$ cat src/hdl/csim_pkg.sv
package csim_pkg;

  localparam int unsigned MaxDim = 1024;
  localparam int unsigned CntW = $clog2(MaxDim + 1);
  localparam int unsigned ElemW = 16;
  localparam int unsigned SumW = 48;
  localparam int unsigned ProdW = 2 * SumW;
  localparam int unsigned WideW = 128;
  localparam int unsigned QW = 16;
  localparam logic [QW-1:0] SatMax = 16'h7fff;

  typedef struct packed {
    logic [SumW-1:0]        sum_xx;
    logic [SumW-1:0]        sum_yy;
    logic signed [SumW-1:0] sum_xy;
  } sums_t;

endpackage

$ cat src/hdl/csim_in_if.sv
interface csim_in_if import csim_pkg::*; ();
  logic                    valid;
  logic                    ready;
  logic signed [ElemW-1:0] x_element;
  logic signed [ElemW-1:0] y_element;
  logic                    last;

  modport source (output valid, x_element, y_element, last, input ready);
  modport sink (input valid, x_element, y_element, last, output ready);
endinterface

$ cat src/hdl/csim_front.sv
module csim_front import csim_pkg::*; (
  input  logic        clk_i,
  input  logic        rst_ni,
  csim_in_if.sink     in_i,
  input  logic [1:0]  q_count_i,
  output logic        push_o,
  output sums_t       push_data_o
);

  logic [CntW-1:0]        cnt_q, cnt_d;
  logic                   v_q, last_q;
  logic [31:0]            pxx_q, pyy_q;
  logic signed [31:0]     pxy_q;
  logic [SumW-1:0]        axx_q, ayy_q;
  logic signed [SumW-1:0] axy_q;
  logic                   accept, room;
  logic [1:0]             pend;
  logic signed [31:0]     mxx, myy, mxy;
  sums_t                  nsum;

  assign pend = q_count_i + {1'b0, v_q & last_q};
  assign in_i.ready = (pend < 2'd2);
  assign accept = in_i.valid & in_i.ready;
  assign room = (cnt_q < CntW'(MaxDim));

  assign mxx = 32'(in_i.x_element) * 32'(in_i.x_element);
  assign myy = 32'(in_i.y_element) * 32'(in_i.y_element);
  assign mxy = 32'(in_i.x_element) * 32'(in_i.y_element);

  always_comb begin
    cnt_d = cnt_q;
    if (accept) begin
      if (in_i.last) begin
        cnt_d = '0;
      end else if (room) begin
        cnt_d = cnt_q + CntW'(1);
      end
    end
  end

  assign nsum.sum_xx = axx_q + {16'b0, pxx_q};
  assign nsum.sum_yy = ayy_q + {16'b0, pyy_q};
  assign nsum.sum_xy = axy_q + SumW'(pxy_q);
  assign push_o = v_q & last_q;
  assign push_data_o = nsum;

  always_ff @(posedge clk_i or negedge rst_ni) begin
    if (!rst_ni) begin
      cnt_q <= '0;
      v_q <= 1'b0;
      last_q <= 1'b0;
      axx_q <= '0;
      ayy_q <= '0;
      axy_q <= '0;
    end else begin
      cnt_q <= cnt_d;
      v_q <= accept;
      if (accept) begin
        last_q <= in_i.last;
      end
      if (v_q) begin
        if (last_q) begin
          axx_q <= '0;
          ayy_q <= '0;
          axy_q <= '0;
        end else begin
          axx_q <= nsum.sum_xx;
          ayy_q <= nsum.sum_yy;
          axy_q <= nsum.sum_xy;
        end
      end
    end
  end

  always_ff @(posedge clk_i) begin
    if (accept) begin
      pxx_q <= room ? mxx : '0;
      pyy_q <= room ? myy : '0;
      pxy_q <= room ? mxy : '0;
    end
  end

endmodule

$ cat src/flat_wrapper.sv
// flat-port wrapper written by rule: the top's interface ports become plain ports
module csim_front_flat import csim_pkg::*;
  (clk_i, rst_ni, q_count_i, push_o, push_data_o, in_i_valid, in_i_x_element, in_i_y_element, in_i_last, in_i_ready);
  csim_in_if in_i_i ();
  input  logic clk_i;
  input  logic rst_ni;
  input  logic [1:0] q_count_i;
  output logic push_o;
  output sums_t push_data_o;
  input wire logic [$bits(in_i_i.valid)-1:0] in_i_valid;
  input wire logic [$bits(in_i_i.x_element)-1:0] in_i_x_element;
  input wire logic [$bits(in_i_i.y_element)-1:0] in_i_y_element;
  input wire logic [$bits(in_i_i.last)-1:0] in_i_last;
  output wire logic [$bits(in_i_i.ready)-1:0] in_i_ready;
  assign in_i_i.valid = in_i_valid;
  assign in_i_i.x_element = in_i_x_element;
  assign in_i_i.y_element = in_i_y_element;
  assign in_i_i.last = in_i_last;
  assign in_i_ready = in_i_i.ready;
  csim_front u_core (.clk_i(clk_i), .rst_ni(rst_ni), .in_i(in_i_i), .q_count_i(q_count_i), .push_o(push_o), .push_data_o(push_data_o));
endmodule
$ cat config.mk
export PLATFORM = sky130hd
export DESIGN_NAME = csim_front_flat
export DESIGN_NICKNAME = d
export VERILOG_FILES = /design/src/hdl/csim_pkg.sv /design/src/hdl/csim_in_if.sv /design/src/hdl/csim_front.sv /design/src/flat_wrapper.sv
export SDC_FILE = /design/constraint.sdc
export NUM_CORES = 2
export LEC_CHECK = 0
export BUFFER_PORTS_ARGS = -buffer_cell sky130_fd_sc_hd__buf_2
export CAP_MARGIN = 20
export CORE_AREA = 2 2 300 302
export CTS_CLUSTER_DIAMETER = 40
export CTS_CLUSTER_SIZE = 30
export DETAILED_ROUTE_END_ITERATION = 8
export DIE_AREA = 0 0 302 304
export PLACE_DENSITY_LB_ADDON = 0.3
export SETUP_SLACK_MARGIN = 0.15
export SLEW_MARGIN = 5
export SYNTH_ARGS = -nofsm -noshare
export SYNTH_HDL_FRONTEND = slang
export SYNTH_SLANG_ARGS = --single-unit
$ cat constraint.sdc
create_clock -name clk_i -period 6.84 [get_ports clk_i]
set_input_delay 1.368 -clock clk_i [delete_from_list [all_inputs] [get_ports clk_i]]
set_output_delay 1.368 -clock clk_i [all_outputs]
set_load 0.05 [all_outputs]
Yosys cells after proc, flatten, opt, wreduce, memory -nomap -nowiden. Cells that the tools add are included.

Register bits: 253. Logic and storage cells: 28. Input bits: 38. Output and inout bits: 146.

Reduce and logical (&&, ||, !) cells: 2. $add $sub $neg: 5. Bitwise operators: 2. Multipliers: 3. Magnitude comparators: 2. Muxes and demuxes: 5.

Operator list (count): $add 48x32->48 (3); $mux 48 (3); $mul 16x16->32 (3); $mux 11 (2); $add 11x1->11 const B (1); $lt 11x11->1 const B (1); $add 2x1->2 (1); $and 1x1->1 (2); $lt 2x2->1 const B (1); $reduce_and 2->1 (1); $reduce_bool 2->1 (1).

Logic depth before layout (Yosys ltp).
Depth in word-level cells: 5. Depth in mapped cells: 26. Gate-level depth less buffers: 25.

Least setup slack after synthesis. Ideal clock, no wire load.

Path kind: input port to flip-flop. Start point: in in_i_x_element[2]. End point: reg u_core.pxx_q[31] (data pin). Stages on the path: 22. Library setup time: 0.266 ns. Arrival: 7.480 ns. Buffers on the path: 1. Setup slack: -0.906 ns. Required time: 6.574 ns. Cell sequence: clkbuf_1 -> clkinv_1 -> nor2_1 -> fa_1 -> fa_1 -> fa_1 -> fa_1 -> fa_1 -> inv_1 -> fa_1 -> inv_1 -> ha_1 -> a21o_1 -> a21o_1 -> a21o_1 -> a211oi_1 -> a21bo_2 -> a2111oi_2 -> o21bai_1 -> a21oi_1 -> xnor2_1 -> nor2_1.

Cells in the longest elaborated chain, start to end: 1.

RTL lines: from (decl) (RTL line flat_wrapper.sv:11) `input wire logic [$bits(in_i_i.x_element)-1:0] in_i_x_element;`; $mul 16x16->32 (RTL line csim_front.sv:26) `assign mxx = 32'(in_i.x_element) * 32'(in_i.x_element);`; to (signal assigned) (RTL line csim_front.sv:77) `pxx_q <= room ? mxx : '0;`; to (decl) (RTL line csim_front.sv:12) `logic [31:0] pxx_q, pyy_q;`.

Every way passes these cells. A chain may end at the register's enable or synchronous reset.

Worst setup path after layout.
Start point: in in_i_x_element[7]. End point: reg u_core.pxx_q[31] (data pin).

The elaborated chain is that of the path after synthesis.

==> impl_results.md <==
- Clock skew: 0.02903 ns
- Mean number of vias per cell: roughly 5.2
- RSZ-0062 raised after global routing: yes
- Reg clk slew, reported paths: 0.06 ns
- Total of max-cap violations: 0
- Min-delay worst type: flip-flop to flip-flop
- Fin. Hold Viols: 0
- Crit share post-route: 0.9868
- FFs w/ async S/R, synth: 0.6255
- CTS root buffer: clkbuf_16
- Clock tree buffer depth: 3
- Post-Synth Simple-Gate Area: 0.1174
- WHS: 0.5142 ns
- Die span in x: 302 um
- Critical path class: primary input to flip-flop
- CTS tree: done
- Worst path max stage delay: around 0.54 ns
- Top FF cell, synth: dfrtp_1
- Synth cell types: 87
- Worst rel slew slack: 0.3283
- # port buffers: about 180
- Post-DP HPWL: ~88 mm
- Final setup fails: 0
- Worst path slowest cell: fa_1
- Post-Synth XOR/XNOR Area: 0.05293
- Syn Nets: roughly 5700
- Gr ovfl total: 0
- Post-DRT Antenna Nets: 0
- First-pass GRT wire length: 176.5 mm
- Run status: finished clean
- Initial core utilization: 0.4831
- Num CTS Buffers: 46
- Routed len/inst: approximately 17 um
- Post-synthesis compound-gate area fraction: 0.1192
- Routability cong.: roughly 0.90
- Startpoint types: primary input
- Io pins: around 180
- GR Util All Layers: 0.2394
- CP Capture Type: flip-flop
- Share of the yosys chip area belonging to registers: 0.1569
- NumNets Final: 6281
- Setup TNS Final: 0 ns
- Largest net degree at the start of global routing: 70
- Layout cells sized above 1: 0.2019
- Initial DRT Pass Iterations: 5
- Initial antenna violation count: 3
- Worst-margin pin slew: approximately 1 ns
- Synth Register Bits: around 250
- Area of the die: ~92000 um2
- Vert. Die Dim: about 300 um
- Vias in the first global route: between 30000 and 40000
- Syn Std Cell Area: approximately 43000 um2
- Pins Over Slew Limit: 0
- Avg Cell Area, Syn: 9.441 um2
- Vias after detailed routing: 33240
- Core Region: 89050 um2
- Initial drt markers: roughly 1900
- Crit-path max FO: 7
- Mux cell area share after synthesis: 0.004682
- Final core occ: 0.5857
- Post-synth EDFFs: 94
- Critical path arrival: between 7 and 8 ns
- Tmin final: about 6.7 ns
- Worst path required time: around 7.2 ns
- H-tree depth: 2
- Bufs and invs on worst path: 7
- Worst path top cell family by delay: adder cells
- Routed wire length: ~110 mm
- DRC violations left: 0
- Post-Syn Instances: roughly 4600
- Worst skew pair latency: about 0.60 ns
- Synth Area in Adders: 0.4499
- Clk sinks: 251
- Largest family of logic cells by synthesized area: adder cells
- FP Rows: 110
- P&R area growth vs syn: 21.22%
- Highest clock rate: between 100 and 150 MHz
- Synth warn: 0
[worst paths after layout]
check / startpoint / endpoint / slack, ns / depth (start not counted)
setup / recovery: in_i_x_element[7] / u_core.pxx_q[31]$_SDFFCE_PP0P_ / 0.09 / 25
hold / removal: u_core.ayy_q[15]$_DFFE_PN0P_ / u_core.ayy_q[15]$_DFFE_PN0P_ / 0.51 / 2
setup reg to reg: u_core.axx_q[2]$_DFFE_PN0P_ / u_core.axx_q[37]$_DFFE_PN0P_ / 2.81 / 11
hold reg to reg: u_core.ayy_q[15]$_DFFE_PN0P_ / u_core.ayy_q[15]$_DFFE_PN0P_ / 0.51 / 2
max in group asynchronous: rst_ni / u_core.axx_q[20]$_DFFE_PN0P_ / 4.89 / 2
min in group asynchronous: rst_ni / u_core.ayy_q[46]$_DFFE_PN0P_ / 0.74 / 1
[worst min-delay path, stage by stage, from the launching register on]
cell     delay [ns]
dfrtp_1        0.37
nand2_1        0.06
o41ai_1        0.05
[final cells by class]
class                      instances  area [um2]
antenna                            1       2.502
clock buffer                      53        1220
clock inverter                    33       377.9
fill                            7680       36890
inverter                         955        3601
multi-input combinational       3174       33070
sequential                       251        6755
tap                             1176        1471
timing repair buffer             706        5660
[layout by cell type, fill, tap and decap left out, drive strengths merged, types with 12 or more instances in the layout]
master and n:
xnor2 181, buf 694, inv 959, o21ai 103
o211ai 12, nor3 35, and2 184, edfxtp 94
o2bb2ai 19, nor2 279, and3 28, o21a 17
nor2b 40, nand2b 30, nand4 26, a22o 107
a31oi 20, clkinv 22, xor2 79, nand2 359
fa 730, a21oi 164, ha 379, a211oi 20
o21bai 31, nand3 44, clkbuf 65, mux2i 19
dfrtp 157, a21o 108
[per-layer routing]
metal	track usage	vias to the layer above	wire, um	share of wire
met5	0	-	30	0.00028
met4	0.06700	4	2940	0.027
met3	0.02849	142	5574	0.052
met2	0.4029	726	52010	0.48
met1	0.3261	16700	46950	0.44
li1	-	15670	-	-
[cells by family (layout without fill, tap and decap cells)]
| family | Yosys count | after routing |
|---|---|---|
| compound gates | 716 | 716 |
| xor+xnor | 260 | 260 |
| fa+ha+maj | 1109 | 1109 |
| buf+inv | 1132 | 1747 |
| flops | 251 | 251 |
| mux | 20 | 20 |
| other cells | 0 | 1 |
| simple gates | 1069 | 1069 |
[cell usage after synthesis, drive strengths merged (9+ instances only)]
cell type	n	share of area
inv	948	0.083
fa	730	0.34
ha	379	0.11
nand2	359	0.031
nor2	279	0.024
and2	184	0.027
xnor2	181	0.037
a21oi	164	0.019
clkbuf	162	0.014
dfrtp	157	0.091
a21o	108	0.019
a22o	107	0.022
o21ai	103	0.012
edfxtp	94	0.066
xor2	79	0.016
nand3	44	0.0051
nor2b	40	0.0058
nor3	35	0.0041
o21bai	31	0.0054
nand2b	30	0.0044
and3	28	0.0042
nand4	26	0.0038
a211oi	20	0.0038
a31oi	20	0.0031
mux2i	19	0.0044
o2bb2ai	19	0.0039
o21a	17	0.0030
buf	15	0.0015
o211ai	12	0.0022
a221o	11	0.0026
a31o	11	0.0022
or3	11	0.0016
a311o	9	0.0021
nor3b	9	0.0018
o31ai	9	0.0016
[flip-flops by register name, indices dropped and copies added, names as in the netlist]
| name | flops |
|---|---|
| u_core.pyy_q | 31 |
| u_core.pxy_q | 32 |
| u_core.axx_q | 48 |
| u_core.v_q | 1 |
| u_core.axy_q | 48 |
| u_core.cnt_q | 11 |
| u_core.pxx_q | 31 |
| u_core.last_q | 1 |
| u_core.ayy_q | 48 |
[through the flow]
step                cell area (um2)  setup WS, ns  cells
floorplan                     44130       -0.3902   4557
global placement              49090       -0.7238   6219
detailed placement            49090       -0.7303   6219
CTS                           50990       0.08961   6315
global route                  52150       -0.1032   6348
finish                        52150       0.09008   6349
[what timing repair did]
| item | 4_1_cts | 5_1_grt |
|---|---|---|
| hold buffers | 0 | 0 |
| endpoints found under the setup margin | 21 | 28 |
| pin swaps | 39 | 78 |
| setup buffers | 10 | 25 |
| resized for setup | 60 | 208 |
| cloned | 0 | 8 |
Power is left out: the tool's default activity adds up to more than one toggle a clock period on the data nets, which glitch-free logic cannot reach.
