### src/hdl/csim_pkg.sv
package csim_pkg;

  localparam int unsigned MaxDim = 1024;
  localparam int unsigned CntW = $clog2(MaxDim + 1);
  localparam int unsigned ElemW = 16;
  localparam int unsigned SumW = 48;
  localparam int unsigned ProdW = 2 * SumW;
  localparam int unsigned WideW = 128;
  localparam int unsigned QW = 16;
  localparam logic [QW-1:0] SatMax = 16'h7fff;

  typedef struct packed {
    logic [SumW-1:0]        sum_xx;
    logic [SumW-1:0]        sum_yy;
    logic signed [SumW-1:0] sum_xy;
  } sums_t;

endpackage

### src/hdl/csim_out_if.sv
interface csim_out_if import csim_pkg::*; ();
  logic                 valid;
  logic                 ready;
  logic signed [QW-1:0] similarity;
  logic                 zero_norm;

  modport source (output valid, similarity, zero_norm, input ready);
  modport sink (input valid, similarity, zero_norm, output ready);
endinterface

### src/hdl/csim_back.sv
module csim_back import csim_pkg::*; (
  input  logic        clk_i,
  input  logic        rst_ni,
  input  logic        q_valid_i,
  input  sums_t       q_data_i,
  output logic        pop_o,
  csim_out_if.source  out_o
);

  localparam logic [2:0] StIdle = 3'd0;
  localparam logic [2:0] StMul  = 3'd1;
  localparam logic [2:0] StSrA  = 3'd2;
  localparam logic [2:0] StSrB  = 3'd3;
  localparam logic [2:0] StSrC  = 3'd4;
  localparam logic [2:0] StDone = 3'd5;

  logic [2:0]       st_q;
  logic [5:0]       step_q;
  logic [3:0]       k_q;
  logic [SumW-1:0]  amp_q, dmp_q;
  logic [ProdW-1:0] amc_q, dmc_q, p_q, d2_q;
  logic [WideW-1:0] t_q, u_q, s_q, c_q, un_q, rhs;
  logic [QW-1:0]    qv_q;
  logic             neg_q, zero_q;
  logic [SumW-1:0]  mag;
  logic [WideW-1:0] pext;

  assign pop_o = (st_q == StIdle) && q_valid_i;
  assign mag = q_data_i.sum_xy[SumW-1] ? SumW'(-q_data_i.sum_xy) : q_data_i.sum_xy;
  assign pext = {32'b0, p_q};
  assign rhs = {2'b0, d2_q, 30'b0};

  assign out_o.valid = (st_q == StDone);
  assign out_o.zero_norm = zero_q;
  always_comb begin
    if (zero_q) begin
      out_o.similarity = '0;
    end else if (neg_q) begin
      out_o.similarity = -qv_q;
    end else begin
      out_o.similarity = (qv_q > SatMax) ? SatMax : qv_q;
    end
  end

  always_ff @(posedge clk_i or negedge rst_ni) begin
    if (!rst_ni) begin
      st_q <= StIdle;
      t_q <= '0;
      d2_q <= '0;
      zero_q <= 1'b0;
    end else begin
      unique case (st_q)
        StIdle: begin
          if (q_valid_i) begin
            zero_q <= (q_data_i.sum_xx == '0) || (q_data_i.sum_yy == '0);
            neg_q <= q_data_i.sum_xy[SumW-1];
            amp_q <= q_data_i.sum_xx;
            amc_q <= {48'b0, q_data_i.sum_yy};
            dmp_q <= mag;
            dmc_q <= {48'b0, mag};
            p_q <= '0;
            d2_q <= '0;
            t_q <= '0;
            u_q <= '0;
            qv_q <= '0;
            step_q <= '0;
            k_q <= 4'd15;
            st_q <= ((q_data_i.sum_xx == '0) || (q_data_i.sum_yy == '0)) ? StDone : StMul;
          end
        end
        StMul: begin
          if (amp_q[0]) begin
            p_q <= p_q + amc_q;
          end
          if (dmp_q[0]) begin
            d2_q <= d2_q + dmc_q;
          end
          amp_q <= amp_q >> 1;
          dmp_q <= dmp_q >> 1;
          amc_q <= amc_q << 1;
          dmc_q <= dmc_q << 1;
          step_q <= step_q + 6'd1;
          if (step_q == 6'(SumW - 1)) begin
            st_q <= StSrA;
          end
        end
        StSrA: begin
          s_q <= t_q + (u_q << ({1'b0, k_q} + 5'd1));
          st_q <= StSrB;
        end
        StSrB: begin
          c_q <= s_q + (pext << {k_q, 1'b0});
          un_q <= u_q + (pext << k_q);
          st_q <= StSrC;
        end
        StSrC: begin
          if (c_q <= rhs) begin
            t_q <= c_q;
            u_q <= un_q;
            qv_q <= qv_q | (QW'(1) << k_q);
          end
          k_q <= k_q - 4'd1;
          st_q <= (k_q == 4'd0) ? StDone : StSrA;
        end
        StDone: begin
          if (out_o.ready) begin
            st_q <= StIdle;
          end
        end
        default: st_q <= StIdle;
      endcase
    end
  end

  a_zero_out: assert property (@(posedge clk_i) disable iff (!rst_ni)
    out_o.valid && out_o.zero_norm |-> out_o.similarity == '0)
    else $error("zero norm result not zero");
  a_pop_next: assert property (@(posedge clk_i) disable iff (!rst_ni)
    pop_o |=> (st_q == StMul) || (st_q == StDone))
    else $error("pop did not start work");
  a_bound: assert property (@(posedge clk_i) disable iff (!rst_ni)
    (st_q == StSrA) |-> t_q <= rhs)
    else $error("search exceeded bound");

endmodule

### src/flat_wrapper.sv
// flat-port wrapper written by rule: the top's interface ports become plain ports
module csim_back_flat import csim_pkg::*;
  (clk_i, rst_ni, q_valid_i, q_data_i, pop_o, out_o_valid, out_o_similarity, out_o_zero_norm, out_o_ready);
  csim_out_if out_o_i ();
  input  logic clk_i;
  input  logic rst_ni;
  input  logic q_valid_i;
  input  sums_t q_data_i;
  output logic pop_o;
  output wire logic [$bits(out_o_i.valid)-1:0] out_o_valid;
  output wire logic [$bits(out_o_i.similarity)-1:0] out_o_similarity;
  output wire logic [$bits(out_o_i.zero_norm)-1:0] out_o_zero_norm;
  input wire logic [$bits(out_o_i.ready)-1:0] out_o_ready;
  assign out_o_valid = out_o_i.valid;
  assign out_o_similarity = out_o_i.similarity;
  assign out_o_zero_norm = out_o_i.zero_norm;
  assign out_o_i.ready = out_o_ready;
  csim_back u_core (.clk_i(clk_i), .rst_ni(rst_ni), .q_valid_i(q_valid_i), .q_data_i(q_data_i), .pop_o(pop_o), .out_o(out_o_i));
endmodule
### config.mk
export PLATFORM = sky130hd
export DESIGN_NAME = csim_back_flat
export DESIGN_NICKNAME = d
export VERILOG_FILES = /design/src/hdl/csim_pkg.sv /design/src/hdl/csim_out_if.sv /design/src/hdl/csim_back.sv /design/src/flat_wrapper.sv
export SDC_FILE = /design/constraint.sdc
export NUM_CORES = 2
export LEC_CHECK = 0
export ABC_CLOCK_PERIOD_IN_PS = 25700
export BUFFER_PORTS_ARGS = -buffer_cell sky130_fd_sc_hd__clkbuf_2
export CORE_MARGIN = 8
export CORE_UTILIZATION = 30
export CTS_CLUSTER_SIZE = 25
export DETAILED_ROUTE_END_ITERATION = 8
export HOLD_SLACK_MARGIN = 0.02
export PLACE_DENSITY_LB_ADDON = 0.15
export SYNTH_ARGS = -nofsm -noshare
export SYNTH_HDL_FRONTEND = slang
export SYNTH_SLANG_ARGS = --single-unit
### constraint.sdc
create_clock -name clk_i -period 25.7 [get_ports clk_i]
set_input_delay 5.14 -clock clk_i [delete_from_list [all_inputs] [get_ports clk_i]]
set_output_delay 5.14 -clock clk_i [all_outputs]
set_load 0.01 [all_outputs]
### After elaboration in Yosys (flattened, before gate mapping)

Cells that the tools add are included.

* bits in registers: 1151
* input bits: 148
* output and inout port bits: 19
* logic and storage cells: 100

* add/subtract/negate cells: 10
* $lt $le $gt $ge: 2
* eq/ne operators: 12
* shifts and indexed selects: 4
* muxes and demuxes: 35
* bitwise gates (word level): 1
* reduce and logical (&&, ||, !) cells: 19

Operators with widths (count)
* one-hot mux 96 bit (2 select lines): 4
* one-hot mux 128 bit (2 select lines): 2
* two-way mux 96 bit: 5
* adder 128 bit: 3
* two-way mux 128 bit: 3
* adder 96 bit: 2
* one-hot mux 48 bit (2 select lines): 2
* two-way mux 48 bit: 3
* <= comparator 128 x 126 -> 1 bit: 1
* << shifter 128 x 5 -> 128 bit: 1
* << shifter 96 x 4 -> 128 bit: 1
* << shifter 96 x 5 -> 128 bit: 1
* zero test 48 bit: 2
* two-way mux 16 bit: 5
* negation 48 bit: 1
* one-hot mux 16 bit (2 select lines): 1
* one-hot mux 3 bit (6 select lines): 1
* AND reduction 3 bit: 6
* greater-than comparator 16 x 15 -> 1 bit (second input constant): 1
* negation 16 bit: 1
* OR 16 bit: 1
* << shifter 1 x 4 -> 16 bit (first input constant): 1
* two-way mux 3 bit: 5
* one-hot mux 6 bit (2 select lines): 1
* 19 further kinds: 29

### Longest topological paths before layout

* word-level depth: 5
* mapped depth: 31

### Worst setup path after synthesis

Ideal clock, no wire load.

* path type: input-to-reg
* start point: input port q_valid_i
* end point: register u_core.amc_q[0] (enable)
* arrival time: 19.907 ns
* setup slack: 4.744 ns
* cell stages on the path: 4
* buffers on the path: 2
* cells stage by stage: nand3_1 > clkbuf_1 > clkbuf_1 > a21oi_1

* word-level cells in the longest chain between the ends: 2

Ends and longest elaborated chain
* start, declared: RTL line flat_wrapper.sv:7 `input logic q_valid_i;`
* inequality test 2 bit (no line)
* AND reduction 3 bit (no line)
* end signal, assigned: RTL line csim_back.sv:58 `amc_q <= {48'b0, q_data_i.sum_yy};`
* end signal, assigned: RTL line csim_back.sv:80 `amc_q <= amc_q << 1;`
* end, declared: RTL line csim_back.sv:21 `logic [ProdW-1:0] amc_q, dmc_q, p_q, d2_q;`

Every way passes these cells.
A chain may end at the register's enable or synchronous reset.

### Worst setup path after layout

* start point: input port q_valid_i
* end point: output port pop_o

* word-level cells in the longest chain between the ends: 1

Ends and longest elaborated chain
* logical AND 1 bit: RTL line csim_back.sv:28 `assign pop_o = (st_q == StIdle) && q_valid_i;`
* end, declared: RTL line flat_wrapper.sv:9 `output logic pop_o;`

Every way passes these cells.

==> results.toml <==
[yosys]
synth_area_per_cell_um2 = 8.953
async_reset_ff_frac = 0.1981
ys_seq_area_frac = 0.3498
ys_warn_count = 0
synth_flop_cell = "edfxtp_1"
synth_cell_type_count = 89
synth_edf_count = 923
netlist_top_cells_area = "edfxtp_1 29%, ha_1 8.7%, mux2i_1 6.2%"
syn_nets = 11490
synth-seq-cells = 1151
synth_top_area_cell = "edfxtp_1"
synth_top_area_frac = 0.2901
syn_inst = 10670
syn_area_um2 = 95540

[placement]
hpwl_um = 313500
gp_congestion = 0.9486
port_buffers = 166
pre_cts_ws_ns = 14.38
placedCellCount = 14460

[floorplan]
io_pins = 167
rows = 207
initial_core_util = 0.3009
fp.dieArea_um2 = 336800
die_h_um = 580.3
fp.dieW_um = 580.3
core_area_um2 = 317500

[critical_path]
crit_path_max_fanout = 22
path_delay_family = "buffers and inverters"
r2r_slack_ns = 16.92
arrival_ns = 6.17
slowest_stage = "nand3_4"
endpoint_kind = "primary output"
path_buf_inv = 4
required_ns = 20.56
cp_common_cell = "clkbuf_2"
cp-start-kind = "input pin"
worstRegToRegCells = 21
slowest_delay_ns = 0.30
crit_type = "input pin to primary output"
reg2reg_to = "u_core.s_q[97]"
reg2reg_from = "u_core.k_q[0]"
path_cells = "clkbuf_2 > nand3_4 > clkinv_1 > buf_4 > clkbuf_2"

[cells_and_area]
multi_input_area_um2 = 58210
nFillCells = 33050
final_cell_mix = "1205 x nand2_1, 936 x a21oi_1, 923 x edfxtp_1"
finish.utilization = 0.3312
final_cells = 14750
seqCellArea_um2 = 33430
fin_nets = 11250
drive_gt1_frac = 0.07794
layout_commonest_cell = "nand2_1"
syn2layout_area_growth_pct = 10.07

[clocking]
cts_tree = "done"
cts.sinks = 1151
ctsRootBufferMaster = "clkbuf_16"
cts-hold-fix-buffers = 0
clk_path_buf_depth = 4
post_cts_buffers = 0
worstSkewPairLatency_ns = 0.88
clk_pin_slew_ns = 0.06
cts_buffers = 156
htreeDepth = 4
post_cts_resized = 0

[route]
wl_um = 385300
drt-wirelength-per-cell_um = 26.12
vias = 82430
viasPerCell = 5.588
drt_pass1_iterations = 8
drtAntennaViolNets = 0
drt_iter0_markers = 6850
remaining_drc_errors = 0

[global_route]
antenna_found_initial = 12
grt_max_degree = 188
use_met1 = 0.3142
met3_usage = 0.02858
use_met2 = 0.3389
grt_pass1_vias = 80380
grt_pass1_wl_um = 554900
track_usage = 0.2173
grt_busiest_layer = "met2"
grt-ovfl-total = 0

[hold_path]
hold_path.class = "flop to flop"
min_to = "u_core.d2_q[95]"
hold_path_startpoint = "u_core.d2_q[95]"
whs_path_depth = 1

[sta]
worst_slack_ns = 14.39
finalSetupViolations = 0
finalSetupTns_ns = 0
period_minus_slack_ns = 11.31
drv_slew = 0
worst_pin_slew_ns = 1.291
slew_headroom = 0.1390
rsz0062_at_grt = "false"
clock_skew_ns = 0.08831
hold_violations = 0
final.period_utilization = 0.4402
fmax_mhz = 88.40

[flow_run]
max-cap-violations = 0

[status]
status = "complete, no violations"

[pwr]
p_leak_nw = 43.43
p_per_area_nw_per_um2 = 123.9
max-vdd-ir-drop_mv = 0.08401
[cells in the mapped netlist (all sizes together), types with 284 or more instances]
cell / count
inv: 413
nand4: 284
edfxtp: 923
clkbuf: 579
a21o: 326
nor2: 794
o21ai: 840
a21oi: 938
nand2: 1208
xnor2: 346
mux2i: 589
ha: 661
[where the power goes]
group / internal [mW] / switching [mW]
combinational: 2.58 / 4.84
sequential: 2.89 / 0.534
clock: 1.27 / 0.926
[cell type report]
type	instances	area share
multi-input cells	8443	0.5535
flip-flops and latches	1151	0.3179
well taps	4180	0.04974
clock buffers	202	0.04012
repair buffers	263	0.01563
inverters	418	0.01494
clock inverters	83	0.007805
diodes	13	0.0003094
[metal layers]
metal  vias up  routed length (µm)  part of all wire
met5         -                  13          0.000034
met4         2               12330             0.032
met3       438               20510             0.053
met2      2393              168100              0.44
met1     40670              184400              0.48
li1      38930                   -                 -
[metrics by stage]
step,power [mW],hold slack [ns],area [µm²]
after floorplan,8.387,0.4557,95540
after global placement,10.78,0.4873,100100
after detailed placement,10.78,0.4973,100100
after CTS,13.05,0.5060,105100
after global routing,13.93,0.5294,105100
final,13.03,0.5037,105200
[logic make-up after synthesis]
logic type,count (synthesis),synth area share
AO/OA/AOI/OAI,2972,0.1894
XOR/XNOR,595,0.05455
adder cells (fa/ha/maj),666,0.08762
buffers and inverters,1077,0.04243
flip-flops,1151,0.3498
multiplexers,839,0.1111
AND/OR/NAND/NOR,3371,0.1651
[worst max-delay path by stage]
stage | startpoint | end | depth (start not counted)
floorplan | q_valid_i | u_core.amc_q[0] | 4
global placement | q_valid_i | pop_o | 5
detailed placement | q_valid_i | pop_o | 5
CTS | q_valid_i | pop_o | 5
global route | q_valid_i | pop_o | 5
finish | q_valid_i | pop_o | 5
[state kept, by name (all words and copies together), names as in the netlist]
register,flops
u_core.c_q,128
u_core.s_q,128
u_core.t_q,128
u_core.u_q,128
u_core.un_q,128
u_core.amc_q,96
u_core.d2_q,96
u_core.dmc_q,96
u_core.p_q,96
u_core.amp_q,48
u_core.dmp_q,48
u_core.qv_q,16
u_core.step_q,6
u_core.k_q,4
u_core.st_q,3
u_core.neg_q,1
u_core.out_o.zero_norm,1
Power figures use the tool's default switching activity.
