===== src/hdl/csim_pkg.sv =====
package csim_pkg;

  localparam int unsigned MaxDim = 1024;
  localparam int unsigned CntW = $clog2(MaxDim + 1);
  localparam int unsigned ElemW = 16;
  localparam int unsigned SumW = 48;
  localparam int unsigned ProdW = 2 * SumW;
  localparam int unsigned WideW = 128;
  localparam int unsigned QW = 16;
  localparam logic [QW-1:0] SatMax = 16'h7fff;

  typedef struct packed {
    logic [SumW-1:0]        sum_xx;
    logic [SumW-1:0]        sum_yy;
    logic signed [SumW-1:0] sum_xy;
  } sums_t;

endpackage


===== src/hdl/csim_fifo.sv =====
module csim_fifo import csim_pkg::*; (
  input  logic       clk_i,
  input  logic       rst_ni,
  input  logic       push_i,
  input  sums_t      push_data_i,
  input  logic       pop_i,
  output sums_t      pop_data_o,
  output logic       not_empty_o,
  output logic [1:0] count_o
);

  sums_t      mem_q [2];
  logic       wp_q, rp_q;
  logic [1:0] cnt_q;

  assign pop_data_o = mem_q[rp_q];
  assign not_empty_o = (cnt_q != 2'd0);
  assign count_o = cnt_q;

  always_ff @(posedge clk_i or negedge rst_ni) begin
    if (!rst_ni) begin
      wp_q <= 1'b0;
      rp_q <= 1'b0;
      cnt_q <= '0;
    end else begin
      if (push_i) begin
        wp_q <= ~wp_q;
      end
      if (pop_i) begin
        rp_q <= ~rp_q;
      end
      cnt_q <= cnt_q + {1'b0, push_i} - {1'b0, pop_i};
    end
  end

  always_ff @(posedge clk_i) begin
    if (push_i) begin
      mem_q[wp_q] <= push_data_i;
    end
  end

endmodule


===== config.mk =====
export PLATFORM = sky130hd
export DESIGN_NAME = csim_fifo
export DESIGN_NICKNAME = d
export VERILOG_FILES = /design/src/hdl/csim_pkg.sv /design/src/hdl/csim_fifo.sv
export SDC_FILE = /design/constraint.sdc
export NUM_CORES = 1
export LEC_CHECK = 0
export BUFFER_PORTS_ARGS = -buffer_cell sky130_fd_sc_hd__buf_2
export CORE_UTILIZATION = 50
export DETAILED_ROUTE_END_ITERATION = 12
export PLACE_DENSITY = 0.8
export SYNTH_ARGS = -nofsm -noshare
export SYNTH_HDL_FRONTEND = slang
export SYNTH_SLANG_ARGS = --single-unit

===== constraint.sdc =====
create_clock -name clk_i -period 10.2 [get_ports clk_i]
set_input_delay 1.02 -clock clk_i [delete_from_list [all_inputs] [get_ports clk_i]]
set_output_delay 1.02 -clock clk_i [all_outputs]
set_load 0.01 [all_outputs]

=== Yosys cells after proc, flatten, opt, wreduce, memory -nomap -nowiden ===
Memory sizes are Yosys's and may differ from the RTL's.
Index checks and enable logic that the tools add are counted.

* Add/sub/neg operators: 2
* Mux-type cells: 2
* Bitwise operators: 2
* Reductions and logical operators: 1

{| class="wikitable"
|+ Operators with widths
! cell !! number
|-
| $add A2 B1 Y2 || 1
|-
| $mux W1 || 2
|-
| $not A1 Y1 || 2
|-
| $reduce_bool A2 Y1 || 1
|-
| $sub A2 B1 Y2 || 1
|}

* Register bits: 4
* Memory bits (writable): 288
* Bits of input ports: 148
* Output and inout bits: 147
* Word-level logic and storage cells: 11
* Memories: 1

{| class="wikitable"
|+ Memory list
! memory !! depth !! width !! read ports !! clocked after Yosys merged registers in !! wr ports !! line !! source
|-
| mem_q || 2 || 144 || 1 || 0 || 1 || csim_fifo.sv:12 || <nowiki>sums_t mem_q [2];</nowiki>
|}

=== Longest topological paths before layout ===
Gate-level depths: netlist of run 1.

* Word-level depth: 2
* Gate-level depth with buffers: 5
* Depth with buffers taken out: 5

=== Least setup slack after synthesis of run 1 ===
No wires, ideal clock.

* Path type: input port to flip-flop
* From: input port push_i
* To: memory mem_q[0][0] in the netlist's numbering (enable)
* Setup time: 0.667 ns
* Arrival time: 7.252 ns
* Required time: 9.533 ns
* Setup slack: 2.282 ns
* Cell stages on the path: 1
* Buffers on the path: 0
* Path through: nor2b_1

* Longest elaborated chain between the ends: 2

{| class="wikitable"
|+ Ends and longest elaborated chain
! element !! line !! source
|-
| start: declaration || csim_fifo.sv:4 || <nowiki>input logic push_i,</nowiki>
|-
| $mux W1 || csim_fifo.sv:37 || <nowiki>if (push_i) begin</nowiki>
|-
| $mux W1 (not written as such) || csim_fifo.sv:38 || <nowiki>mem_q[wp_q] <= push_data_i;</nowiki>
|-
| end: declaration || csim_fifo.sv:12 ||
|}

Every way passes these cells.

==> results of run 1 <==
-- logic make-up (layout without fill, tap and decap cells) --
family	count (synthesis)	count (layout)	share of synthesized area
buffers and inverters	18	354	0.0122
adders and majority gates	2	2	0.00232
xor gates and xnor gates	3	3	0.00383
and+or+nand+nor	3	3	0.00174
DFF	292	292	0.812
muxes	144	144	0.168
-- per-stage QoR --
step,cell area (µm²),hold WS [ps],cells
after floorplan,10800,455,462
after global placement,12500,532,1020
after detailed placement,12500,569,1020
after CTS,13500,268,1073
after global routing,13500,272,1073
final,13500,296,1073
-- Yosys cell counts, drive strengths merged --
cell	number
and2	1
buf	16
dfrtp	4
edfxtp	288
ha	2
inv	2
mux2	144
nor2b	1
or2	1
xor2	2
xor3	1
-- worst max-delay path by stage --
stage	start	to	slack, ps	depth (start not counted)
after floorplan	push_i	mem_q[0][0]$_DFFE_PP_	2280	1
after CTS	rp_q$_DFFE_PN0P_	pop_data_o[1]	6720	3
final	rp_q$_DFFE_PN0P_	pop_data_o[20]	6740	3
after global placement	push_i	mem_q[0][64]$_DFFE_PP_	6800	4
after detailed placement	push_i	mem_q[0][71]$_DFFE_PP_	6770	4
after global routing	rp_q$_DFFE_PN0P_	pop_data_o[1]	6630	3
-- flip-flops by register name, summed over array words and instances (netlist names) --
name	flops
count_o	2
mem_q	288
wp_q	1
rp_q	1
-- per-layer routing --
layer | vias up | routed length, µm | share of wire
met5 | - | 0 | 0
met4 | 0 | 559 | 0.029
met3 | 44 | 1680 | 0.087
met2 | 221 | 9830 | 0.51
met1 | 2595 | 7270 | 0.38
li1 | 2472 | - | -
-- report_power, final --
part / internal [W] / switching [W] / total, W
Sequential: 0.00160 / 0.0000550 / 0.00165
Combinational: 0.000520 / 0.000572 / 0.00109
Clock: 0.000669 / 0.000417 / 0.00109
Total: 0.00279 / 0.00104 / 0.00383
-- area by class of cell --
type                            count  area [µm²]
Sequential cell                   292        8750
Fill cell                        1487        7580
Multi-Input combinational cell    152        1900
Timing Repair Buffer              299        1510
Clock buffer                       32         737
Tap cell                          275         344
Clock inverter                     21         254
Inverter                            2        7.51
-- critical path, stage by stage (launching register included) --
cell     delay [ps]
dfrtp_4         440
buf_4           800
mux2_2          460
buf_2           150
==> impl_metrics.env, run 1 <==
export IMPL_drtIter0Drc=199
export IMPL_drive_gt1_frac=0.613
export IMPL_drc_errors=0
export IMPL_cts_hold_buffers=0
export IMPL_grt_overflow_total=0
export IMPL_rsz0062_at_grt="false"
export IMPL_vias=5332
export IMPL_grt_pass1_wl_um=28700
export IMPL_syn_nets=612
export IMPL_grtUsageTotal=0.170
export IMPL_cts_sinks=292
export IMPL_period_minus_slack_ps=3460
export IMPL_ys_ff_latch=292
export IMPL_path_clk_slew_ps=60
export IMPL_grt_antenna_before_repair=0
export IMPL_cts_tree="built"
export IMPL_dr_pass1_iters=4
export IMPL_tightestPinTransition_ps=1080
export IMPL_post_cts_resized=0
export IMPL_place_ws_ps=6770
export IMPL_final_antenna_net_count=0
export IMPL_r2r_end="mem_q[1][142]$_DFFE_PP_"
export IMPL_syn_to_final_growth_pct=25.4
export IMPL_clk_path_buf_depth=3
export IMPL_relSlewSlack=0.277
export IMPL_synth_cell_area_um2=10800
export IMPL_busiest_layer="met2"
export IMPL_die_area_um2=22100
export IMPL_yosysTopAreaCell="edfxtp_1"
export IMPL_h_tree_depth=1
export IMPL_cp_end_kind="output pin"
export IMPL_rows=53
export IMPL_nNetsFinal=926
export IMPL_powerDensity_nw_per_um2=284
export IMPL_power_leakage_nw=5.25
export IMPL_hold_viol=0
export IMPL_synth_cells=462
export IMPL_peakVddDrop_uv=325
export IMPL_path_class="flip-flop to output pin"
export IMPL_antenna_cells=0
export IMPL_final_cell_mix="294 x buf_2, 288 x edfxtp_1, 94 x mux2_2"
export IMPL_setup_violations=0
export IMPL_grt_pass1_vias=5485
export IMPL_maxSlewViolCount=0
export IMPL_utilization=0.641
export IMPL_cts_buffers=29
export IMPL_wl_per_cell_um=18.0
export IMPL_final_common_cell="buf_2"
export IMPL_die_w_um=149
export IMPL_crit_arrival_ps=2440
export IMPL_ff2ff_path_depth=2
export IMPL_start_util=0.511
export IMPL_yosysWarnings=0
export IMPL_syn_avg_cell_area_um2=23.3
export IMPL_grt_max_degree=80
export IMPL_synth_seq_area_share=0.812
export IMPL_cts_setup_buffers=0
export IMPL_start_kind="flip-flop"
export IMPL_crit_required_ps=9180
export IMPL_grt_use_met2=0.300
export IMPL_portBuffers=294
export IMPL_worstPathMaxFanout=67
export IMPL_synth_distinct_cells=13
export IMPL_ff2ff_setup_slack_ps=7490
export IMPL_core_area_um2=21100
export IMPL_routed_wl_um=19300
export IMPL_synth_top_area_share=0.803
export IMPL_grt_use_met1=0.195
export IMPL_finalWorstSetupSlack_ps=6740
export IMPL_routabilityCongestion=0.742
export IMPL_io_pins=295
export IMPL_clock_skew_ps=10.6
export IMPL_r2r_start="wp_q$_DFFE_PN0P_"
export IMPL_grt_use_met3=0.0563
export IMPL_drv_cap=0
export IMPL_outcome="finished clean"
export IMPL_finalCritPeriodShare=0.339
export IMPL_via_per_inst=4.97
export IMPL_clk_latency_ps=530
export IMPL_ys_top_cells_by_area="edfxtp_1 80%, mux2_2 9.8%, mux2_4 7.0%, dfrtp_1 0.93%, buf_6 0.73%"
export IMPL_total_power_w=0.00383
export IMPL_die_y_um=149
export IMPL_cts_root_buffer="clkbuf_16"
export IMPL_setup_tns_ps=0
export IMPL_max_freq_mhz=289
export IMPL_hold_class="input pin to asynchronous set/reset pin"
export IMPL_dp_hpwl_um=12600
Note: power is estimated with default switching activity, not from simulation.
==> run 2, diff against run 1 <==
--- a/config.mk
+++ b/config.mk
@@ -5,10 +5,11 @@
 export SDC_FILE = /design/constraint.sdc
 export NUM_CORES = 1
 export LEC_CHECK = 0
+export ABC_AREA = 1
 export BUFFER_PORTS_ARGS = -buffer_cell sky130_fd_sc_hd__buf_2
 export CORE_UTILIZATION = 50
 export DETAILED_ROUTE_END_ITERATION = 12
-export PLACE_DENSITY = 0.8
+export PLACE_DENSITY = 0.79
 export SYNTH_ARGS = -nofsm -noshare
 export SYNTH_HDL_FRONTEND = slang
 export SYNTH_SLANG_ARGS = --single-unit
==> constraint.sdc (replaced) <==
create_clock -name clk_i -period 3.4 [get_ports clk_i]
set_input_delay 0.34 -clock clk_i [delete_from_list [all_inputs] [get_ports clk_i]]
set_output_delay 0.34 -clock clk_i [all_outputs]
set_load 0.01 [all_outputs]
==> run 2 against run 1 <==
  * Cell area increased by 12%
  * Worst hold slack got worse by 270 ps
  * Core utilization increased by 6.6 points
  * Wire length increased by 28%
  * Critical path type unchanged
  * Sequential power increased to 3.1 times the previous value
  * First-iteration DRC count increased by 62%
  * Power increased to 3.0 times the previous value
  * Final cell count increased by 42%
==> impl_metrics.env, run 2 <==
export IMPL_synth_distinct_cells=14
export IMPL_dp_cells=1322
export IMPL_maxSlewViolCount=0
export IMPL_hold_slack_ps=25.4
export IMPL_die_area_um2=22700
export IMPL_min_to="mem_q[1][93]$_DFFE_PP_"
export IMPL_rsz0062_at_grt="false"
export IMPL_dr_pass1_iters=4
export IMPL_path_buf_inv=2
export IMPL_grt_max_degree=81
export IMPL_wl_per_cell_um=16.3
export IMPL_synth_top_area_share=0.784
export IMPL_dp_hpwl_um=14100
export IMPL_drv_cap=0
export IMPL_final_cell_mix="294 x buf_2, 288 x edfxtp_1, 151 x nand2_1"
export IMPL_grt_pass1_vias=7564
export IMPL_grt_antenna_before_repair=1
export IMPL_r2r_end="mem_q[1][92]$_DFFE_PP_"
export IMPL_ff2ff_setup_slack_ps=1640
export IMPL_worstPathMaxFanout=80
export IMPL_hold_class="input pin to flip-flop"
export IMPL_path_clk_slew_ps=60
export IMPL_path_class="flip-flop to output pin"
export IMPL_syn_nets=926
export IMPL_place_ws_ps=1360
export IMPL_routabilityCongestion=0.788
export IMPL_r2r_start="wp_q$_DFFE_PN0P_"
export IMPL_drtIter0Drc=323
export IMPL_synth_seq_area_share=0.793
export IMPL_nNetsFinal=1373
export IMPL_tightestPinTransition_ps=914
export IMPL_synthArstFlopShare=0.0137
export IMPL_finalWorstSetupSlack_ps=756
export IMPL_core_area_um2=21400
export IMPL_period_minus_slack_ps=2640
export IMPL_utilization=0.706
export IMPL_hold_viol=0
export IMPL_crit_required_ps=3060
export IMPL_clock_skew_ps=8.21
export IMPL_finalCritPeriodShare=0.778
export IMPL_yosysWarnings=0
export IMPL_max_stage_delay_ps=950
export IMPL_cts_setup_buffers=0
export IMPL_powerDensity_nw_per_um2=774
export IMPL_crit_slowest_cell="dfrtp_4"
export IMPL_crit_chain="buf_4, nand2_1, o21ai_0, buf_2"
export IMPL_via_per_inst=4.87
export IMPL_outcome="finished clean"
export IMPL_h_tree_depth=1
export IMPL_die_w_um=151
export IMPL_drc_errors=0
export IMPL_ys_top_cells_by_area="edfxtp_1 78%, inv_1 5.1%, nand2_1 5.1%, o21ai_0 3.5%, buf_6 2.4%"
export IMPL_largest_register="mem_q"
export IMPL_routed_wl_um=24700
export IMPL_cp_end_kind="output pin"
export IMPL_whs_path_depth=1
export IMPL_grtUsageTotal=0.215
export IMPL_die_y_um=151
export IMPL_final_antenna_net_count=0
export IMPL_power_leakage_nw=6.43
export IMPL_yosysTopAreaCell="edfxtp_1"
export IMPL_min_from="push_data_i[93]"
export IMPL_ys_ff_latch=292
export IMPL_final_common_cell="buf_2"
export IMPL_yosys_top_cells_count="288 x edfxtp_1, 151 x inv_1, 151 x nand2_1"
export IMPL_largest_reg_flops=288
export IMPL_post_cts_resized=0
export IMPL_setup_tns_ps=0
export IMPL_cp_top_family="flip-flops"
export IMPL_start_kind="flip-flop"
export IMPL_rows=53
export IMPL_ff2ff_path_depth=3
export IMPL_clk_path_buf_depth=3
export IMPL_syn_to_final_growth_pct=36.7
export IMPL_grt_pass1_wl_um=37300
export IMPL_peakVddDrop_uv=566
export IMPL_clk_latency_ps=530
export IMPL_vias=7412
export IMPL_setup_violations=0
export IMPL_drive_gt1_frac=0.293
export IMPL_synth_edf_count=288
export IMPL_max_freq_mhz=378
export IMPL_grt_overflow_total=0
export IMPL_cts_tree="built"
export IMPL_cts_buffers=30
export IMPL_final_cells=1521
export IMPL_portBuffers=294
export IMPL_relSlewSlack=0.391
export IMPL_cts_sinks=292
export IMPL_cts_root_buffer="clkbuf_16"
export IMPL_crit_arrival_ps=2300
export IMPL_synth_cell_area_um2=11000
export IMPL_yosysMostFrequentCell="edfxtp_1"
export IMPL_synth_main_ff_cell="edfxtp_1"
export IMPL_syn_avg_cell_area_um2=14.2
export IMPL_synth_cells=776
export IMPL_io_pins=295
export IMPL_start_util=0.517
-- run 2: cell count changes after synthesis, sizes merged, moves of 7 or more --
cell / change
o21ai: +144
mux2: -144
nand2: +151
buf: +9
inv: +149
clkbuf: +7
-- run 2: kinds of logic (layout without fill, tap and decap cells) --
family,after synthesis,after routing,share of synthesized area
AO/OA/AOI/OAI,144,144,0.0721
XOR/XNOR,2,2,0.00159
adder cells (fa/ha/maj),2,2,0.00227
buffers and inverters,183,652,0.0789
flip-flops,292,292,0.793
other,0,1,0
AND/OR/NAND/NOR,153,153,0.0522
-- run 2: metrics by stage --
step | total power (W) | instance area (µm²)
6_report | 0.0117 | 15100
3_5_place_dp | 0.00847 | 12700
4_1_cts | 0.0117 | 15100
2_1_floorplan | 0.00724 | 11000
5_1_grt | 0.0123 | 15100
3_3_place_gp | 0.00835 | 12700
-- run 2: worst max path at each step --
stage               slack, ps  cells past startpoint             start                     to
floorplan                 360                      2  wp_q$_DFFE_PN0P_  mem_q[1][0]$_DFFE_PP_
global placement         1390                      4  rp_q$_DFFE_PN0P_         pop_data_o[33]
detailed placement       1360                      4  rp_q$_DFFE_PN0P_         pop_data_o[27]
CTS                       790                      4  rp_q$_DFFE_PN0P_         pop_data_o[27]
global route              580                      4  rp_q$_DFFE_PN0P_         pop_data_o[69]
finish                    760                      4  rp_q$_DFFE_PN0P_         pop_data_o[38]
-- run 2: final cells by class --
class | count | area, µm²
fillers | 1357 | 6270
clock inverters | 15 | 128
clock buffers | 39 | 806
diodes | 1 | 2.50
repair buffers | 447 | 3060
well taps | 275 | 344
inverters | 151 | 571
multi-input cells | 301 | 1420
flip-flops and latches | 292 | 8750
-- run 2: what timing repair did --
item                                    4_1_cts  5_1_grt
hold endpoints to repair                    289        0
endpoints found under the setup margin        0        0
hold buffers                                144        0
-- run 2: report_power, final --
part           switching (W)  internal [W]
Sequential          0.000307       0.00478
Clock                0.00127       0.00181
Combinational        0.00222       0.00128
Total                0.00380       0.00787
-- run 2: routing by layer --
metal / GRT usage / share of wire / up-vias
li1: - / - / 3528
met2: 0.408 / 0.54 / 274
met1: 0.236 / 0.36 / 3550
met5: 0 / 0 / -
met4: 0.0768 / 0.031 / 0
met3: 0.0439 / 0.067 / 60
==> run 3, diff against run 2 <==
--- a/config.mk
+++ b/config.mk
@@ -5,11 +5,11 @@
 export SDC_FILE = /design/constraint.sdc
 export NUM_CORES = 1
 export LEC_CHECK = 0
-export ABC_AREA = 1
+export ABC_AREA = 0
 export BUFFER_PORTS_ARGS = -buffer_cell sky130_fd_sc_hd__buf_2
 export CORE_UTILIZATION = 50
 export DETAILED_ROUTE_END_ITERATION = 12
-export PLACE_DENSITY = 0.79
+export PLACE_DENSITY = 0.8
 export SYNTH_ARGS = -nofsm -noshare
 export SYNTH_HDL_FRONTEND = slang
 export SYNTH_SLANG_ARGS = --single-unit
==> constraint.sdc (replaced) <==
create_clock -name clk_i -period 2.7 [get_ports clk_i]
set_input_delay 0.27 -clock clk_i [delete_from_list [all_inputs] [get_ports clk_i]]
set_output_delay 0.27 -clock clk_i [all_outputs]
set_load 0.01 [all_outputs]
==> run 3 against run 2 <==
  * Critical path type unchanged
  * Critical path depth down 1
  * Die area down 2.3%
  * Largest cell class unchanged
  * Sequential cell count unchanged
  * Core utilization about the same
  * Clock power up 15%
  * Via count down 17%
==> impl_metrics.env, run 3 (synthesized netlist as in run 1, its figures left out) <==
export IMPL_pwr_share_clk=0.248
export IMPL_drc_errors=0
export IMPL_ff2ff_setup_slack_ps=1130
export IMPL_grt_pass1_vias=6694
export IMPL_wl_per_cell_um=20.1
export IMPL_r2r_end="mem_q[0][38]$_DFFE_PP_"
export IMPL_via_per_inst=5.03
export IMPL_grt_max_degree=118
export IMPL_grtUsageTotal=0.218
export IMPL_final_cell_mix="294 x buf_2, 288 x edfxtp_1, 147 x dlygate4sd3_1"
export IMPL_switching_share=0.292
export IMPL_worstPathMaxFanout=70
export IMPL_r2r_start="wp_q$_DFFE_PN0P_"
export IMPL_p_int_w=0.0101
export IMPL_cts_root_buffer="clkbuf_16"
export IMPL_path_class="flip-flop to output pin"
export IMPL_cts_buffers=29
export IMPL_die_y_um=149
export IMPL_p_sw_w=0.00418
export IMPL_cp_end_kind="output pin"
export IMPL_routed_wl_um=24500
export IMPL_routabilityCongestion=0.743
export IMPL_portBuffers=294
export IMPL_grt_antenna_before_repair=1
export IMPL_clk_path_buf_depth=3
export IMPL_fillers=1259
export IMPL_hold_slack_ps=171
export IMPL_tightestPinTransition_ps=675
export IMPL_total_power_w=0.0143
export IMPL_start_kind="flip-flop"
export IMPL_cts_setup_buffers=0
export IMPL_max_freq_mhz=454
export IMPL_drtIter0Drc=285
export IMPL_final_antenna_net_count=0
export IMPL_hold_viol=0
export IMPL_fin_area_um2=14900
export IMPL_crit_required_ps=2430
export IMPL_endpoint="pop_data_o[69]"
export IMPL_io_pins=295
export IMPL_placed_area_um2=12600
export IMPL_drive_gt1_frac=0.516
export IMPL_setup_violations=0
export IMPL_crit_path_start="rp_q$_DFFE_PN0P_"
export IMPL_rsz0062_at_grt="false"
export IMPL_dr_pass1_iters=5
export IMPL_die_area_um2=22100
export IMPL_outcome="finished clean"
export IMPL_clk_latency_ps=530
export IMPL_path_clk_slew_ps=60
export IMPL_seq_power_share=0.438
export IMPL_nNetsFinal=1076
export IMPL_setup_tns_ps=0
export IMPL_final_common_cell="buf_2"
export IMPL_crit_arrival_ps=1930
export IMPL_period_minus_slack_ps=2200
export IMPL_cts_tree="built"
export IMPL_vias=6134
export IMPL_die_w_um=149
export IMPL_peakVddDrop_uv=924
export IMPL_maxSlewViolCount=0
export IMPL_rows=53
export IMPL_dp_hpwl_um=13000
export IMPL_syn_to_final_growth_pct=38.2
export IMPL_ff2ff_path_depth=2
export IMPL_core_area_um2=21100
export IMPL_largest_reg_flops=288
export IMPL_powerDensity_nw_per_um2=961
export IMPL_grt_pass1_wl_um=36200
export IMPL_combPwrFrac=0.314
export IMPL_finalCritPeriodShare=0.817
export IMPL_power_leakage_nw=5.81
export IMPL_clock_skew_ps=5.69
export IMPL_relSlewSlack=0.550
export IMPL_drv_cap=0
export IMPL_largest_register="mem_q"
export IMPL_grt_overflow_total=0
export IMPL_start_util=0.511
export IMPL_cts_sinks=292
export IMPL_hold_class="input pin to asynchronous set/reset pin"
export IMPL_cts_hold_buffers=147
export IMPL_post_cts_resized=0
export IMPL_h_tree_depth=1
[run 3: cell types whose count changed in the layout (fill, tap and decap cells not counted), sizes merged, moves of 2 or more]
cell and change:
mux2 +144, clkbuf -4, dlygate4sd3 +3, o21ai -144
nand2 -151, bufinv -2, inv -149
[run 3: power by group through the flow]
stage	logic, W	clock network, W	registers [W]
finish	0.00449	0.00355	0.00627
global route	0.00476	0.00379	0.00633
CTS	0.00446	0.00359	0.00625
detailed placement	0.00426	0	0.00633
global placement	0.00423	0	0.00627
floorplan	0.00280	0	0.00630
[run 3: how the worst min path moves through the flow]
stage	cells after the start	endpoint	slack [ps]	startpoint
after detailed placement	1	count_o[0]$_DFF_PN0_	90	rst_ni
after global routing	2	count_o[0]$_DFF_PN0_	150	rst_ni
final	2	count_o[0]$_DFF_PN0_	170	rst_ni
after floorplan	0	count_o[0]$_DFF_PN0_	-30	rst_ni
after global placement	1	wp_q$_DFFE_PN0P_	90	rst_ni
after CTS	2	rp_q$_DFFE_PN0P_	100	rst_ni
[run 3: layer usage]
layer  vias to the layer above  GRT usage  wire length, µm  share of wire
met2                       303      0.394            12900           0.53
met4                         0     0.0740              651          0.027
met1                      3009      0.249             8950           0.37
li1                       2768          -                -              -
met3                        54     0.0563             1980          0.081
met5                         -          0                0              0
[run 3: worst max-delay path: stages (launching register included)]
cell     delay, ps
dfrtp_4        450
buf_12         350
mux2_2         430
buf_2          160
[run 3: final cells by class]
class / count / area, µm² / share of cell area
inverters: 2 / 7.51 / 0.000504
clock inverters: 13 / 66.3 / 0.00445
diodes: 1 / 2.50 / 0.000168
flip-flops and latches: 292 / 8750 / 0.588
repair buffers: 449 / 3070 / 0.206
multi-input cells: 152 / 1900 / 0.128
clock buffers: 35 / 748 / 0.0502
well taps: 275 / 344 / 0.0231
[run 3: per-stage QoR]
stage / util / cells / setup WS, ps
after global placement: 0.598 / 1023 / 1060
after global routing: 0.706 / 1219 / 420
after CTS: 0.706 / 1218 / 467
after floorplan: - / 462 / -284
after detailed placement: 0.598 / 1023 / 1050
final: 0.706 / 1219 / 495
